[src/hw/rtl/ctfs_pkg.sv]
package ctfs_pkg;

	// payload widths fixed by the channel definitions
	localparam int unsigned ID_W   = 64;
	localparam int unsigned OBS_W  = 64;
	localparam int unsigned CNT32_W = 32;
	localparam int unsigned USED_W = 3;

	// default target table depth
	localparam int unsigned DEF_MAX_ENTRIES = 4;

	// APB register file: one 32-bit register at byte 0
	localparam int unsigned APB_ADDR_W = 3;
	localparam int unsigned APB_DATA_W = 32;
	localparam logic REG_MIN_HITS = 1'b0;   // word index bit paddr[2]

	// request commands
	localparam logic CMD_OBSERVE = 1'b0;
	localparam logic CMD_CLEAR   = 1'b1;

	// call site mode
	typedef enum logic [1:0] {
		MODE_UNINIT = 2'd0,
		MODE_MONO   = 2'd1,
		MODE_POLY   = 2'd2,
		MODE_MEGA   = 2'd3
	} mode_t;

	// table update for one request
	typedef struct packed {
		logic            clear;
		logic            hit;
		logic            app;
		logic [ID_W-1:0] id;
	} table_op_t;

	function automatic logic [CNT32_W-1:0] sat_inc32(input logic [CNT32_W-1:0] v);
		sat_inc32 = (&v) ? v : v + CNT32_W'(1);
	endfunction

	function automatic logic [OBS_W-1:0] sat_inc64(input logic [OBS_W-1:0] v);
		sat_inc64 = (&v) ? v : v + OBS_W'(1);
	endfunction

endpackage

[src/hw/rtl/ctfs_if.sv]
// request channel: command and target identity
interface ctfs_req_if;
	import ctfs_pkg::*;

	logic            valid;
	logic            ready;
	logic            command;
	logic [ID_W-1:0] target_id;

	modport source (output valid, command, target_id, input ready);
	modport sink   (input valid, command, target_id, output ready);
endinterface

// result channel: slot state after each request
interface ctfs_res_if;
	import ctfs_pkg::*;

	logic               valid;
	logic               ready;
	logic [1:0]         mode;
	logic               matched;
	logic               mono_ready;
	logic [ID_W-1:0]    mono_target;
	logic [OBS_W-1:0]   observations;
	logic [CNT32_W-1:0] miss_total;
	logic [CNT32_W-1:0] generation;
	logic [USED_W-1:0]  entries_used;

	modport source (output valid, mode, matched, mono_ready, mono_target, observations,
		miss_total, generation, entries_used, input ready);
	modport sink   (input valid, mode, matched, mono_ready, mono_target, observations,
		miss_total, generation, entries_used, output ready);
endinterface

[src/hw/rtl/ctfs_table.sv]
module ctfs_table #(
	parameter int unsigned MAX_ENTRIES = ctfs_pkg::DEF_MAX_ENTRIES,
	localparam int unsigned CNT_W = $clog2(MAX_ENTRIES + 1)
) (
	input  logic                        clk,
	input  logic                        arst_n,
	input  logic [ctfs_pkg::ID_W-1:0]   lookup_id,
	input  ctfs_pkg::table_op_t         op,
	output logic [MAX_ENTRIES-1:0]      match,
	output logic                        full,
	output logic [CNT_W-1:0]            count,
	output logic [CNT_W-1:0]            count_nxt,
	output logic [ctfs_pkg::ID_W-1:0]   id0_nxt,
	output logic [ctfs_pkg::CNT32_W-1:0] hits0_nxt
);
	import ctfs_pkg::*;

	logic [CNT_W-1:0]   count_q;
	logic [ID_W-1:0]    ids_q  [MAX_ENTRIES];
	logic [CNT32_W-1:0] hits_q [MAX_ENTRIES];
	logic               found;

	// first filled entry that holds the identity
	always_comb begin
		found = 1'b0;
		for (int i = 0; i < MAX_ENTRIES; i++) begin
			match[i] = 1'b0;
			if (!found && (CNT_W'(i) < count_q) && (ids_q[i] == lookup_id)) begin
				match[i] = 1'b1;
				found    = 1'b1;
			end
		end
	end

	assign count = count_q;
	assign full  = (count_q == CNT_W'(MAX_ENTRIES));

	// fill count
	always_ff @(posedge clk or negedge arst_n) begin
		if (!arst_n) begin
			count_q <= '0;
		end else if (op.clear) begin
			count_q <= '0;
		end else if (op.app) begin
			count_q <= count_q + CNT_W'(1);
		end
	end

	// entry contents, valid only below the fill count
	always_ff @(posedge clk) begin
		for (int i = 0; i < MAX_ENTRIES; i++) begin
			if (op.app && (count_q == CNT_W'(i))) begin
				ids_q[i]  <= op.id;
				hits_q[i] <= CNT32_W'(1);
			end else if (op.hit && match[i]) begin
				hits_q[i] <= sat_inc32(hits_q[i]);
			end
		end
	end

	// view of the table after this request
	always_comb begin
		count_nxt = op.clear ? '0 : (op.app ? count_q + CNT_W'(1) : count_q);
		if (op.app && (count_q == '0)) begin
			id0_nxt   = op.id;
			hits0_nxt = CNT32_W'(1);
		end else if (op.hit && match[0]) begin
			id0_nxt   = ids_q[0];
			hits0_nxt = sat_inc32(hits_q[0]);
		end else begin
			id0_nxt   = ids_q[0];
			hits0_nxt = hits_q[0];
		end
	end

endmodule

[src/hw/rtl/call_target_feedback_slot_top.sv]
// Call target feedback slot: profiles the targets seen at one call site.
// Requests arrive on obs (valid/ready): command 0 observes target_id,
// command 1 clears the slot. Each request gives exactly one result on res
// (valid/ready) with the mode, match flag, monomorphic readiness and target,
// and the observation, miss and generation counters after that request.
// min_hits is written over APB at byte 0; prdata reads it back.
// Throughput: one request per cycle while res is not stalled. A request
// is taken into the input register, matched against every table entry
// in parallel, and the slot is updated as the request moves on into the
// result register, which drives res.valid.
// When res is stalled the result register holds and the input register
// keeps its request; obs.ready drops once both are occupied and res.ready
// is low.
// Reset empties both registers, clears mode, fill count and counters, and
// sets min_hits to 0. Table contents are not cleared; entries above the
// fill count are never matched.
module call_target_feedback_slot_top #(
	parameter int unsigned MAX_ENTRIES = ctfs_pkg::DEF_MAX_ENTRIES
) (
	input  logic                              clk,
	input  logic                              arst_n,
	ctfs_req_if.sink                          obs,
	ctfs_res_if.source                        res,
	input  logic                              psel,
	input  logic                              penable,
	input  logic                              pwrite,
	input  logic [ctfs_pkg::APB_ADDR_W-1:0]   paddr,
	input  logic [ctfs_pkg::APB_DATA_W-1:0]   pwdata,
	output logic [ctfs_pkg::APB_DATA_W-1:0]   prdata,
	output logic                              pready
);
	import ctfs_pkg::*;

	localparam int unsigned CNT_W = $clog2(MAX_ENTRIES + 1);

	// configuration
	logic [CNT32_W-1:0] min_hits_q;

	// input register
	logic            valid_s1;
	logic            cmd_s1;
	logic [ID_W-1:0] id_s1;

	// slot state
	mode_t              mode_q;
	logic [OBS_W-1:0]   obs_cnt_q;
	logic [CNT32_W-1:0] miss_cnt_q;
	logic [CNT32_W-1:0] gen_cnt_q;

	// result register
	logic               res_valid_q;
	logic [1:0]         mode_s2;
	logic               matched_s2;
	logic               ready_s2;
	logic [ID_W-1:0]    target_s2;
	logic [OBS_W-1:0]   obs_s2;
	logic [CNT32_W-1:0] miss_s2;
	logic [CNT32_W-1:0] gen_s2;
	logic [USED_W-1:0]  used_s2;

	// step logic
	logic                 adv;
	logic                 fire;
	logic                 is_clear;
	logic                 id_zero;
	logic                 hit;
	logic                 miss;
	logic                 grow;
	table_op_t            op;
	logic [MAX_ENTRIES-1:0] match;
	logic                 full;
	logic [CNT_W-1:0]     count;
	logic [CNT_W-1:0]     count_nxt;
	logic [ID_W-1:0]      id0_nxt;
	logic [CNT32_W-1:0]   hits0_nxt;
	mode_t                mode_nxt;
	logic [OBS_W-1:0]     obs_nxt;
	logic [CNT32_W-1:0]   miss_nxt;
	logic [CNT32_W-1:0]   gen_nxt;
	logic                 mono_rdy;
	logic [CNT_W+2:0]     used_ext;

	// APB register access
	assign pready = 1'b1;
	assign prdata = (paddr[2] == REG_MIN_HITS) ? min_hits_q : '0;

	always_ff @(posedge clk or negedge arst_n) begin
		if (!arst_n) begin
			min_hits_q <= '0;
		end else if (psel && penable && pwrite && (paddr[2] == REG_MIN_HITS)) begin
			min_hits_q <= pwdata;
		end
	end

	// handshake: the input register moves on when the result register is free
	assign adv       = !res_valid_q || res.ready;
	assign obs.ready = !valid_s1 || adv;
	assign fire      = valid_s1 && adv;

	always_ff @(posedge clk or negedge arst_n) begin
		if (!arst_n) begin
			valid_s1 <= 1'b0;
		end else if (obs.valid && obs.ready) begin
			valid_s1 <= 1'b1;
		end else if (adv) begin
			valid_s1 <= 1'b0;
		end
	end

	always_ff @(posedge clk) begin
		if (obs.valid && obs.ready) begin
			cmd_s1 <= obs.command;
			id_s1  <= obs.target_id;
		end
	end

	// classify the request
	assign is_clear = (cmd_s1 == CMD_CLEAR);
	assign id_zero  = (id_s1 == '0);
	assign hit      = !is_clear && !id_zero && (|match);
	assign miss     = !is_clear && !hit;
	assign grow     = miss && !id_zero && (mode_q != MODE_MEGA);

	always_comb begin
		op.clear = fire && is_clear;
		op.hit   = fire && hit;
		op.app   = fire && grow && !full;
		op.id    = id_s1;
	end

	ctfs_table #(
		.MAX_ENTRIES(MAX_ENTRIES)
	) u_table (
		.clk       (clk),
		.arst_n    (arst_n),
		.lookup_id (id_s1),
		.op        (op),
		.match     (match),
		.full      (full),
		.count     (count),
		.count_nxt (count_nxt),
		.id0_nxt   (id0_nxt),
		.hits0_nxt (hits0_nxt)
	);

	// next mode and counters
	always_comb begin
		if (is_clear) begin
			mode_nxt = MODE_UNINIT;
		end else if (grow && !full) begin
			mode_nxt = (count == '0) ? MODE_MONO : MODE_POLY;
		end else if (grow) begin
			mode_nxt = MODE_MEGA;
		end else begin
			mode_nxt = mode_q;
		end
		obs_nxt  = is_clear ? '0 : sat_inc64(obs_cnt_q);
		miss_nxt = is_clear ? '0 : (miss ? sat_inc32(miss_cnt_q) : miss_cnt_q);
		if (is_clear) begin
			gen_nxt = '0;
		end else if (mode_nxt != mode_q) begin
			gen_nxt = sat_inc32(gen_cnt_q);
		end else begin
			gen_nxt = gen_cnt_q;
		end
		mono_rdy = (mode_nxt == MODE_MONO) && (count_nxt == CNT_W'(1)) &&
			(hits0_nxt >= min_hits_q);
		used_ext = {3'b000, count_nxt};
	end

	always_ff @(posedge clk or negedge arst_n) begin
		if (!arst_n) begin
			mode_q     <= MODE_UNINIT;
			obs_cnt_q  <= '0;
			miss_cnt_q <= '0;
			gen_cnt_q  <= '0;
		end else if (fire) begin
			mode_q     <= mode_nxt;
			obs_cnt_q  <= obs_nxt;
			miss_cnt_q <= miss_nxt;
			gen_cnt_q  <= gen_nxt;
		end
	end

	// result register
	always_ff @(posedge clk or negedge arst_n) begin
		if (!arst_n) begin
			res_valid_q <= 1'b0;
		end else if (adv) begin
			res_valid_q <= valid_s1;
		end
	end

	always_ff @(posedge clk) begin
		if (fire) begin
			mode_s2    <= mode_nxt;
			matched_s2 <= hit;
			ready_s2   <= mono_rdy;
			target_s2  <= mono_rdy ? id0_nxt : '0;
			obs_s2     <= obs_nxt;
			miss_s2    <= miss_nxt;
			gen_s2     <= gen_nxt;
			used_s2    <= used_ext[USED_W-1:0];
		end
	end

	assign res.valid        = res_valid_q;
	assign res.mode         = mode_s2;
	assign res.matched      = matched_s2;
	assign res.mono_ready   = ready_s2;
	assign res.mono_target  = target_s2;
	assign res.observations = obs_s2;
	assign res.miss_total   = miss_s2;
	assign res.generation   = gen_s2;
	assign res.entries_used = used_s2;

	// a ready monomorphic slot has exactly one entry
	a_mono_ready_shape: assert property (@(posedge clk) disable iff (!arst_n)
		res.valid && res.mono_ready |-> (res.mode == MODE_MONO) && (res.entries_used == 3'd1))
		else $error("mono_ready outside a single-entry monomorphic slot");

	// target shown only when ready
	a_target_zero: assert property (@(posedge clk) disable iff (!arst_n)
		res.valid && !res.mono_ready |-> (res.mono_target == '0))
		else $error("mono_target nonzero without mono_ready");

	// a hit implies at least one observation counted
	a_hit_counted: assert property (@(posedge clk) disable iff (!arst_n)
		res.valid && res.matched |-> (res.observations != '0))
		else $error("hit reported with zero observations");

	// a clear shows an empty slot on the next result
	a_clear_result: assert property (@(posedge clk) disable iff (!arst_n)
		fire && is_clear |=> res.valid && (res.observations == '0) &&
			(res.generation == '0) && (res.entries_used == '0) && !res.matched)
		else $error("clear did not restore reset contents");

endmodule
[src/flat_wrapper.sv]
// flat-port wrapper written by rule: the top's interface ports become plain ports
module call_target_feedback_slot_top_flat import ctfs_pkg::*;
#(
	parameter int unsigned MAX_ENTRIES = ctfs_pkg::DEF_MAX_ENTRIES
)
  (clk, arst_n, psel, penable, pwrite, paddr, pwdata, prdata, pready, obs_valid, obs_command, obs_target_id, obs_ready, res_valid, res_mode, res_matched, res_mono_ready, res_mono_target, res_observations, res_miss_total, res_generation, res_entries_used, res_ready);
  ctfs_req_if obs_i ();
  ctfs_res_if res_i ();
  input  logic clk;
  input  logic arst_n;
  input  logic psel;
  input  logic penable;
  input  logic pwrite;
  input  logic [ctfs_pkg::APB_ADDR_W-1:0] paddr;
  input  logic [ctfs_pkg::APB_DATA_W-1:0] pwdata;
  output logic [ctfs_pkg::APB_DATA_W-1:0] prdata;
  output logic pready;
  input wire logic [$bits(obs_i.valid)-1:0] obs_valid;
  input wire logic [$bits(obs_i.command)-1:0] obs_command;
  input wire logic [$bits(obs_i.target_id)-1:0] obs_target_id;
  output wire logic [$bits(obs_i.ready)-1:0] obs_ready;
  output wire logic [$bits(res_i.valid)-1:0] res_valid;
  output wire logic [$bits(res_i.mode)-1:0] res_mode;
  output wire logic [$bits(res_i.matched)-1:0] res_matched;
  output wire logic [$bits(res_i.mono_ready)-1:0] res_mono_ready;
  output wire logic [$bits(res_i.mono_target)-1:0] res_mono_target;
  output wire logic [$bits(res_i.observations)-1:0] res_observations;
  output wire logic [$bits(res_i.miss_total)-1:0] res_miss_total;
  output wire logic [$bits(res_i.generation)-1:0] res_generation;
  output wire logic [$bits(res_i.entries_used)-1:0] res_entries_used;
  input wire logic [$bits(res_i.ready)-1:0] res_ready;
  assign obs_i.valid = obs_valid;
  assign obs_i.command = obs_command;
  assign obs_i.target_id = obs_target_id;
  assign obs_ready = obs_i.ready;
  assign res_valid = res_i.valid;
  assign res_mode = res_i.mode;
  assign res_matched = res_i.matched;
  assign res_mono_ready = res_i.mono_ready;
  assign res_mono_target = res_i.mono_target;
  assign res_observations = res_i.observations;
  assign res_miss_total = res_i.miss_total;
  assign res_generation = res_i.generation;
  assign res_entries_used = res_i.entries_used;
  assign res_i.ready = res_ready;
  call_target_feedback_slot_top #(.MAX_ENTRIES(MAX_ENTRIES)) u_core (.clk(clk), .arst_n(arst_n), .obs(obs_i), .res(res_i), .psel(psel), .penable(penable), .pwrite(pwrite), .paddr(paddr), .pwdata(pwdata), .prdata(prdata), .pready(pready));
endmodule
[config.mk]
export PLATFORM = sky130hd
export DESIGN_NAME = call_target_feedback_slot_top_flat
export DESIGN_NICKNAME = d
export VERILOG_FILES = /design/src/hw/rtl/ctfs_pkg.sv /design/src/hw/rtl/ctfs_if.sv /design/src/hw/rtl/ctfs_table.sv /design/src/hw/rtl/call_target_feedback_slot_top.sv /design/src/flat_wrapper.sv
export SDC_FILE = /design/constraint.sdc
export NUM_CORES = 1
export LEC_CHECK = 0
export ABC_AREA = 0
export BUFFER_PORTS_ARGS = -buffer_cell sky130_fd_sc_hd__buf_2
export CORE_ASPECT_RATIO = 1.4
export CORE_MARGIN = 2
export CORE_UTILIZATION = 55
export CTS_CLUSTER_SIZE = 20
export DETAILED_ROUTE_END_ITERATION = 8
export PLACE_DENSITY = 0.74
export SLEW_MARGIN = 40
export SYNTH_ARGS = -nofsm -noshare
export SYNTH_HDL_FRONTEND = slang
export SYNTH_HIERARCHICAL = 1
export SYNTH_SLANG_ARGS = --single-unit
export TNS_END_PERCENT = 100
[constraint.sdc]
create_clock -name clk -period 9 [get_ports clk]
set_input_delay 1.8 -clock clk [delete_from_list [all_inputs] [get_ports clk]]
set_output_delay 1.8 -clock clk [all_outputs]
set_load 0.01 [all_outputs]
==> summary.txt, run 1 <==
Setup slack after placement -> 1.134 ns
Detailed Routing Iterations Pass 1 -> 8
Count of H-tree levels built during CTS -> 3
Die area -> 65,820 sq um
Launch point of the worst hold path -> u_core/id_s1[10]
Post-synth EDFFs -> 488
Total number of nets in the final design -> 3,614
Worst vdd rail ir drop -> 0.2052 mV
Worst Tran Pin Value -> 0.9347 ns
Remaining global-route overflow -> 0
Total via count after detailed routing -> 26,090
Cell accounting for the most synthesized area -> sky130_fd_sc_hd__edfxtp_1
Required time of the worst setup path -> 9.48 ns
Synth Warn # -> 6
Top layer used by detailed routing -> met4
Cell family with the largest share of critical-path delay -> simple AND/OR/NAND/NOR gates
Clock Power Share -> 0.333
Result of the run -> finished, final reports clean
Hold endpoint -> u_core/u_table/ids_q[1][10]
Proportion of register bits with asynchronous set or reset after synthesis -> 0.2323
Most numerous cell types in the synthesized netlist -> 488 x sky130_fd_sc_hd__edfxtp_1, 408 x sky130_fd_sc_hd__nand2_1, 289 x sky130_fd_sc_hd__nor2_1
All-Layer GR Usage -> 0.2936
Worst-path clk slew -> 0.06 ns
Count of routing violations after the opening detailed-route iteration -> 2,450
Max-slew headroom at the worst pin -> 0.3724
Gate Count Post-Synth -> 3,183
Total clock buffers created by CTS -> 71
Achievable clock frequency -> 126.5 MHz
Standard-cell rows -> 109
Remaining antenna violation count -> 0
Sequential area share after synthesis -> 0.5736
Metal1 wirelength -> 35.82 mm
Source of the worst register-to-register timing path -> u_core/id_s1[35]
Cell internal power dissipation -> 6327 uW
P_sw -> 2777 uW
DPL Wire Length -> 69.56 mm
Data arrival time at the worst-slack endpoint -> 8.38 ns
Cell-by-cell listing of the critical path -> xnor2_1 -> nand4_1 -> or4_1 -> nor4b_2 -> and4b_1 -> nor4_2 -> nand2_1 -> nor4_1 -> buf_4 -> nor2b_1 -> nand2_2 -> o311ai_1 -> o41ai_1 -> ha_1 -> nand4_1 -> nor4_1 -> o2111ai_1 -> a211oi_4 -> buf_4 -> and2_1
Avg Vias per Cell -> 5.986
Global-route wire length before repair -> 147.4 mm
MaxCap Viol Count -> 0
Post-route worst setup slack -> 1.096 ns
Number of buffers between clock root and the deepest sink -> 3
WHS Path Cells -> 0
Initial Util -> 0.5553
Overall routed net length -> 97.86 mm
Final-report hold violation count -> 0
Synth Cell Area -> 35,060 sq um
Top cells by area in the synthesized netlist -> sky130_fd_sc_hd__edfxtp_1 42%, sky130_fd_sc_hd__dfrtp_1 12%, sky130_fd_sc_hd__xnor2_1 5.7%
Final number of setup-violating endpoints -> 0
Layout filler cell count -> 4,908
Final routed DRC violation total -> 0
Inserted Diodes -> 0
Leakage -> 0.01552 uW
Sink Count -> 719
GPL Wtd Cong -> 0.9581
CTS tree -> done
Syn_nets -> 3,329
Number of placed I/O pins -> 341
Nature of the critical path endpoint -> flip-flop
Dominant cell by count in the synthesized netlist -> sky130_fd_sc_hd__edfxtp_1
Crit path time final -> 7.904 ns
Sequential fraction of design power -> 0.480
Tightest hold margin -> 0.4702 ns
FF-to-FF path depth -> 20
Number of distinct standard cells referenced by the synthesized netlist -> 85
Cell area power density -> 227.6 nW/um^2
Highest net fanout along the worst path -> 60
Postcts setup bufs -> 0
Floorplan die width -> 217.4 um
Layout cell share with drive strength beyond 1 -> 0.1696
Routed length on met3 -> 5.556 mm
Reg-to-reg setup timing slack -> 1.10 ns
RSZ-0062 raised after global routing -> no
Top_reg_cell synth -> sky130_fd_sc_hd__edfxtp_1
Top-area cell type share of the netlist area -> 0.4179
CP Launch Type -> flip-flop
Vertical die dimension -> 302.8 um
Worst-case clock skew -> 0.02716 ns
Critical-path top delay cell -> sky130_fd_sc_hd__xnor2_1
Period utilization -> 0.8782
Number of storage elements in the synthesis netlist -> 719
Standard cell core area -> 63,140 sq um
Sum of negative setup slack -> 0 ns
Routed wire per std cell -> 22.45 um
Routed length on met2 -> 49.70 mm
Number of hold buffers added after CTS -> 0
Average footprint of a synthesized cell -> 11.02 sq um
Buffer type at the clock tree root -> sky130_fd_sc_hd__clkbuf_16
Capture point of the worst reg-to-reg path -> u_core/res.mono_target[33]
Layout area overhead -> 14.06%
Slowest stage delay, CP -> 0.85 ns
Total buffers and inverters traversed by the critical path -> 2
Pin count of the biggest net entering global routing -> 195
Worst skew pair latency -> 0.63 ns
Switching Share -> 0.3050
Final total power -> 9103 uW
Critical setup path kind -> flip-flop to flip-flop
Antenna violations before repair -> 0
Buffers added on ports -> 337
Portion of total power attributed to combinational logic -> 0.186
Max Transition Viols Final -> 0
Number of gates given a new drive strength after cts -> 0
Path type of the worst min-delay path -> flip-flop to flip-flop
Number of global-route vias before repair -> 25,570
per-layer routing:
layer / track usage / vias to the layer above
met3: 0.03308 / 281
met4: 0.1952 / 0
met5: 0 / -
li1: - / 12040
met1: 0.3390 / 12640
met2: 0.5166 / 1123
worst reg2reg max path, stage by stage (launching register included):
cell and delay, ns:
sky130_fd_sc_hd__edfxtp_1 0.62, sky130_fd_sc_hd__xnor2_1 0.85, sky130_fd_sc_hd__nand4_1 0.15, sky130_fd_sc_hd__or4_1 0.52, sky130_fd_sc_hd__nor4b_2 0.53, sky130_fd_sc_hd__and4b_1 0.27
sky130_fd_sc_hd__nor4_2 0.61, sky130_fd_sc_hd__nand2_1 0.21, sky130_fd_sc_hd__nor4_1 0.27, sky130_fd_sc_hd__buf_4 0.20, sky130_fd_sc_hd__nor2b_1 0.29, sky130_fd_sc_hd__nand2_2 0.36
sky130_fd_sc_hd__o311ai_1 0.22, sky130_fd_sc_hd__o41ai_1 0.16, sky130_fd_sc_hd__ha_1 0.33, sky130_fd_sc_hd__nand4_1 0.19, sky130_fd_sc_hd__nor4_1 0.46, sky130_fd_sc_hd__o2111ai_1 0.41
sky130_fd_sc_hd__a211oi_4 0.35, sky130_fd_sc_hd__buf_4 0.50, sky130_fd_sc_hd__and2_1 0.26
metrics by stage:
stage / instance area [sq um] / util / cells
floorplan: 35060 / - / 3183
global placement: 37540 / 0.5946 / 4226
detailed placement: 37560 / 0.5948 / 4226
CTS: 39930 / 0.6324 / 4357
global route: 40000 / 0.6334 / 4358
finish: 40000 / 0.6334 / 4358
sequential cells by signal, summed over array words and instances, names as in the netlist:
signal                   count
u_core/cmd_s1                1
u_core/mode_q                2
u_core/u_table/hits_q       32
u_core/miss_cnt_q           32
u_core/res.mono_ready        1
u_core/obs_cnt_q            64
u_core/u_table/ids_q       256
u_core/res.mode              2
u_core/res.observations     64
u_core/gen_cnt_q            32
u_core/res.generation       32
u_core/res.miss_total       32
u_core/min_hits_q           32
u_core/res.mono_target      64
u_core/res.valid             1
u_core/id_s1                64
u_core/res.matched           1
u_core/valid_s1              1
u_core/res.entries_used      3
u_core/u_table/count         3
power by group through the flow:
stage                     Sequential, uW  Combinational, uW  Clock, uW
after floorplan                     4360               1060          0
after global placement              4410               1640          0
after detailed placement            4430               1680          0
after CTS                           4370               1690       3080
after global routing                4420               1850       3200
final                               4370               1700       3030
final cells by class:
type | count | area, sq um | area share
flip-flops and latches | 719 | 20110 | 0.5029
multi-input cells | 2202 | 14010 | 0.3502
repair buffers | 387 | 2121 | 0.05302
clock buffers | 91 | 1943 | 0.04858
well taps | 832 | 1041 | 0.02603
clock inverters | 40 | 435.4 | 0.01089
inverters | 87 | 334.1 | 0.008353
cells in the final DEF, fill, tap and decap left out, types with 16 or more instances in the layout:
cell	n
sky130_fd_sc_hd__a21oi_1	39
sky130_fd_sc_hd__a221o_1	26
sky130_fd_sc_hd__and2_1	82
sky130_fd_sc_hd__and3_1	42
sky130_fd_sc_hd__and4_1	34
sky130_fd_sc_hd__buf_2	336
sky130_fd_sc_hd__buf_4	45
sky130_fd_sc_hd__clkbuf_16	72
sky130_fd_sc_hd__dfrtp_1	167
sky130_fd_sc_hd__dfxtp_1	64
sky130_fd_sc_hd__edfxtp_1	488
sky130_fd_sc_hd__ha_1	39
sky130_fd_sc_hd__inv_1	86
sky130_fd_sc_hd__mux2_2	34
sky130_fd_sc_hd__mux2i_1	68
sky130_fd_sc_hd__nand2_1	406
sky130_fd_sc_hd__nand2b_1	29
sky130_fd_sc_hd__nand3_1	99
sky130_fd_sc_hd__nand4_1	118
sky130_fd_sc_hd__nor2_1	288
sky130_fd_sc_hd__nor3_1	72
sky130_fd_sc_hd__nor3b_1	24
sky130_fd_sc_hd__nor4_1	79
sky130_fd_sc_hd__o21ai_0	86
sky130_fd_sc_hd__o22ai_1	17
sky130_fd_sc_hd__o31ai_1	20
sky130_fd_sc_hd__or2_2	16
sky130_fd_sc_hd__or4_1	32
sky130_fd_sc_hd__xnor2_1	227
sky130_fd_sc_hd__xor2_1	121
worst max path at each step:
stage / from / end / slack (ns) / cells past startpoint
after floorplan: res_ready / u_core/obs_cnt_q[12] / 0.14 / 7
after global placement: u_core/id_s1[35] / u_core/res.mono_target[53] / 1.27 / 20
after detailed placement: u_core/id_s1[35] / u_core/res.mono_target[0] / 1.13 / 21
after CTS: u_core/id_s1[35] / u_core/res.mono_target[60] / 1.08 / 20
after global routing: u_core/id_s1[35] / u_core/res.mono_target[9] / 0.55 / 20
final: u_core/id_s1[35] / u_core/res.mono_target[33] / 1.10 / 20
logic make-up (layout without fill, tap and decap cells):
logic type,after synthesis,count (layout),share of synthesized area
compound gates,315,315,0.06159
xor+xnor,349,349,0.08717
fa+ha+maj,39,39,0.01392
buf+inv,262,605,0.02912
flops,719,719,0.5736
mux,102,102,0.03033
other cells,1,1,0.0001069
simple gates,1396,1396,0.2041
No activity file was read; power rests on OpenSTA's default activity.
==> run 2, diff against run 1 <==
CORE_MARGIN = unset   (was 2)
PLACE_DENSITY = 0.84   (was 0.74)
RECOVER_POWER = 25   (was unset)
==> run 2 against run 1 <==
The run now ends with design-rule violations, max-capacitance violations, max-slew violations left. Maximum frequency is 1.2% lower. Register-to-register slack worse by 0.095 ns. Worst setup slack worse by 0.095 ns. Clock power is 1% lower. Critical endpoint is now u_core/res.mono_target[43]. Highest routed layer unchanged.
==> summary.txt, run 2 (synthesized netlist as in run 1, its figures left out) <==
Number of gates given a new drive strength after cts -> 0 (unchanged)
Die area -> 64,780 sq um (-1.6%)
Highest net fanout along the worst path -> 79 (+32%)
Result of the run -> complete, but fails checks
Tightest hold margin -> 0.4725 ns (+0.002258 ns)
All-Layer GR Usage -> 0.3000 (+0.006419)
Remaining antenna violation count -> 0 (unchanged)
Violations in the final reports -> design-rule violations, max-capacitance violations, max-slew violations
Cell-by-cell listing of the critical path -> clkbuf_1 -> inv_1 -> a221o_1 -> nor4_4 -> buf_4 -> nand2_1 -> nor4b_2 -> and4b_1 -> nor4_2 -> nand2_1 -> nor4_1 -> buf_4 -> nor2b_1 -> nand2_2 -> buf_6 -> o211ai_1 -> nand2_1 -> ha_1 -> nand4_1 -> nor4_1 -> o2111ai_1 -> a211oi_4 -> buf_4 -> and2_1
Critical-path top delay cell -> sky130_fd_sc_hd__nor4_2
Global-route wire length before repair -> 147.6 mm (+0.13%)
MaxCap Viol Count -> 3 (+3)
GPL Wtd Cong -> 0.9858 (+2.9%)
Cell area power density -> 225.7 nW/um^2 (-0.86%)
Overall routed net length -> 98.56 mm (+0.72%)
Avg Vias per Cell -> 6.049 (+1.1%)
Clock Power Share -> 0.332 (about the same)
Most common cell after layout, fill and taps aside -> sky130_fd_sc_hd__edfxtp_1
Flip-flop and latch area -> 20,110 sq um (unchanged)
Total number of nets in the final design -> 3,621 (+0.19%)
Source of the worst register-to-register timing path -> u_core/id_s1[8]
Detailed Routing Iterations Pass 1 -> 9 (+1)
Max Transition Viols Final -> 188 (+188)
Total buffers and inverters traversed by the critical path -> 6 (+4)
Number of flip-flops under the largest register name -> 256 (unchanged)
Total clock buffers created by CTS -> 70 (-1.4%)
CP Launch Type -> flip-flop
Floorplan die width -> 215.4 um (-0.92%)
Standard-cell rows -> 109 (unchanged)
Final-report hold violation count -> 0 (unchanged)
Max-slew headroom at the worst pin -> -1.862 (-2.235)
Number of placed I/O pins -> 341 (unchanged)
Vertical die dimension -> 300.8 um (-0.66%)
Antenna violations before repair -> 3 (+3)
Number of global-route vias before repair -> 25,460 (-0.45%)
Number of buffers between clock root and the deepest sink -> 3 (unchanged)
Sum of negative setup slack -> 0 ns (unchanged)
Portion of total power attributed to combinational logic -> 0.181 (-0.005)
Cell family with the largest share of critical-path delay -> simple AND/OR/NAND/NOR gates
Worst-case clock skew -> 0.03834 ns (+0.01119 ns)
Period utilization -> 0.8888 (+0.01056)
Data arrival time at the worst-slack endpoint -> 8.47 ns (+0.09 ns)
Routed wire per std cell -> 22.58 um (+0.56%)
Slowest stage delay, CP -> 0.61 ns (-0.24 ns)
Pin count of the biggest net entering global routing -> 175 (-10%)
CTS tree -> done
Postcts setup bufs -> 0 (unchanged)
Launch point of the worst hold path -> u_core/u_table/ids_q[0][23]
Switching Share -> 0.3072 (+0.002212)
Layout cell share with drive strength beyond 1 -> 0.1588 (-0.01076)
Standard cell core area -> 63,140 sq um (unchanged)
Initial Util -> 0.5553 (unchanged)
Leakage -> 0.01540 uW (-0.82%)
Count of H-tree levels built during CTS -> 3 (unchanged)
Remaining global-route overflow -> 0 (unchanged)
P_sw -> 2764 uW (-0.45%)
Count of routing violations after the opening detailed-route iteration -> 2,673 (+9.1%)
Sink Count -> 719 (unchanged)
Total via count after detailed routing -> 26,410 (+1.2%)
Achievable clock frequency -> 125.0 MHz (-1.2%)
Crit path time final -> 7.999 ns (+0.09502 ns)
Worst vdd rail ir drop -> 0.2158 mV (+5.2%)
Register with the most flip-flops -> u_core/u_table/ids_q
DPL Wire Length -> 67.45 mm (-3.0%)
Final routed DRC violation total -> 1 (+1)
Final number of setup-violating endpoints -> 0 (unchanged)
Start point of the critical path -> u_core/id_s1[8]
Layout filler cell count -> 4,851 (-1.2%)
Worst Tran Pin Value -> 4.294 ns (+3.359 ns)
Path type of the worst min-delay path -> flip-flop to flip-flop
RSZ-0062 raised after global routing -> no
Area used by multi-input combinational logic -> 13,990 sq um (-0.11%)
Nature of the critical path endpoint -> flip-flop
Number of hold buffers added after CTS -> 0 (unchanged)
Worst skew pair latency -> 0.65 ns (+0.02 ns)
Layout area overhead -> 13.71%
Most frequent cells in the layout -> 488 x sky130_fd_sc_hd__edfxtp_1, 406 x sky130_fd_sc_hd__nand2_1, 323 x sky130_fd_sc_hd__buf_2, 289 x sky130_fd_sc_hd__nor2_1, 228 x sky130_fd_sc_hd__xnor2_1
Critical setup path kind -> flip-flop to flip-flop
Cell internal power dissipation -> 6233 uW (-1.5%)
Buffers added on ports -> 337 (unchanged)
Buffer type at the clock tree root -> sky130_fd_sc_hd__clkbuf_16
Required time of the worst setup path -> 9.47 ns (about the same)
Worst-path clk slew -> 0.07 ns (about the same)
Sequential fraction of design power -> 0.487 (+0.007)
-- run 2: power groups by stage --
stage / logic, uW / registers, uW / clock network [uW]
global route: 1780 / 4420 / 3150
CTS: 1610 / 4370 / 3030
global placement: 1550 / 4410 / 0
floorplan: 1060 / 4360 / 0
finish: 1630 / 4380 / 2990
detailed placement: 1600 / 4430 / 0
-- run 2: tightest hold or removal path, delay by kind of cell, from the launching register on --
| family | cells | cell delay (ns) |
|---|---|---|
| flops | 1 | 0.32 |
| simple gates | 2 | 0.10 |
-- run 2: final timing paths --
check                                                   end  slack (ns)  depth (start not counted)
worst min register to register  u_core/u_table/ids_q[0][23]        0.47                          2
max in group asynchronous              u_core/miss_cnt_q[8]        2.04                          3
worst max-delay path             u_core/res.mono_target[43]        1.00                         24
worst min-delay path            u_core/u_table/ids_q[0][23]        0.47                          2
min in group asynchronous             u_core/min_hits_q[25]        2.70                          1
worst max register to register   u_core/res.mono_target[43]        1.00                         24
-- run 2: metrics by stage --
step	instances	power, uW	setup slack (ns)	util	cell area (sq um)
final	4365	8997	1.001	0.6314	39870
after global routing	4365	9353	0.5096	0.6314	39870
after CTS	4363	9012	1.219	0.6327	39950
after detailed placement	4234	6023	1.276	0.5955	37600
after global placement	4234	5963	1.465	0.5953	37590
after floorplan	3183	5422	0.1416	-	35060
-- run 2: final cells by class --
| type | count | share of cell area |
|---|---|---|
| clock buffers | 93 | 0.04927 |
| inverters | 87 | 0.008379 |
| well taps | 832 | 0.02611 |
| flip-flops and latches | 719 | 0.5045 |
| diodes | 1 | 0.00006276 |
| clock inverters | 36 | 0.009540 |
| multi-input cells | 2202 | 0.3509 |
| repair buffers | 395 | 0.05124 |
-- run 2: routing by layer --
layer	routed length, um	global-route usage
met1	34950	0.3435
met4	6904	0.1945
met3	7932	0.05444
met5	0	0
met2	48770	0.5167
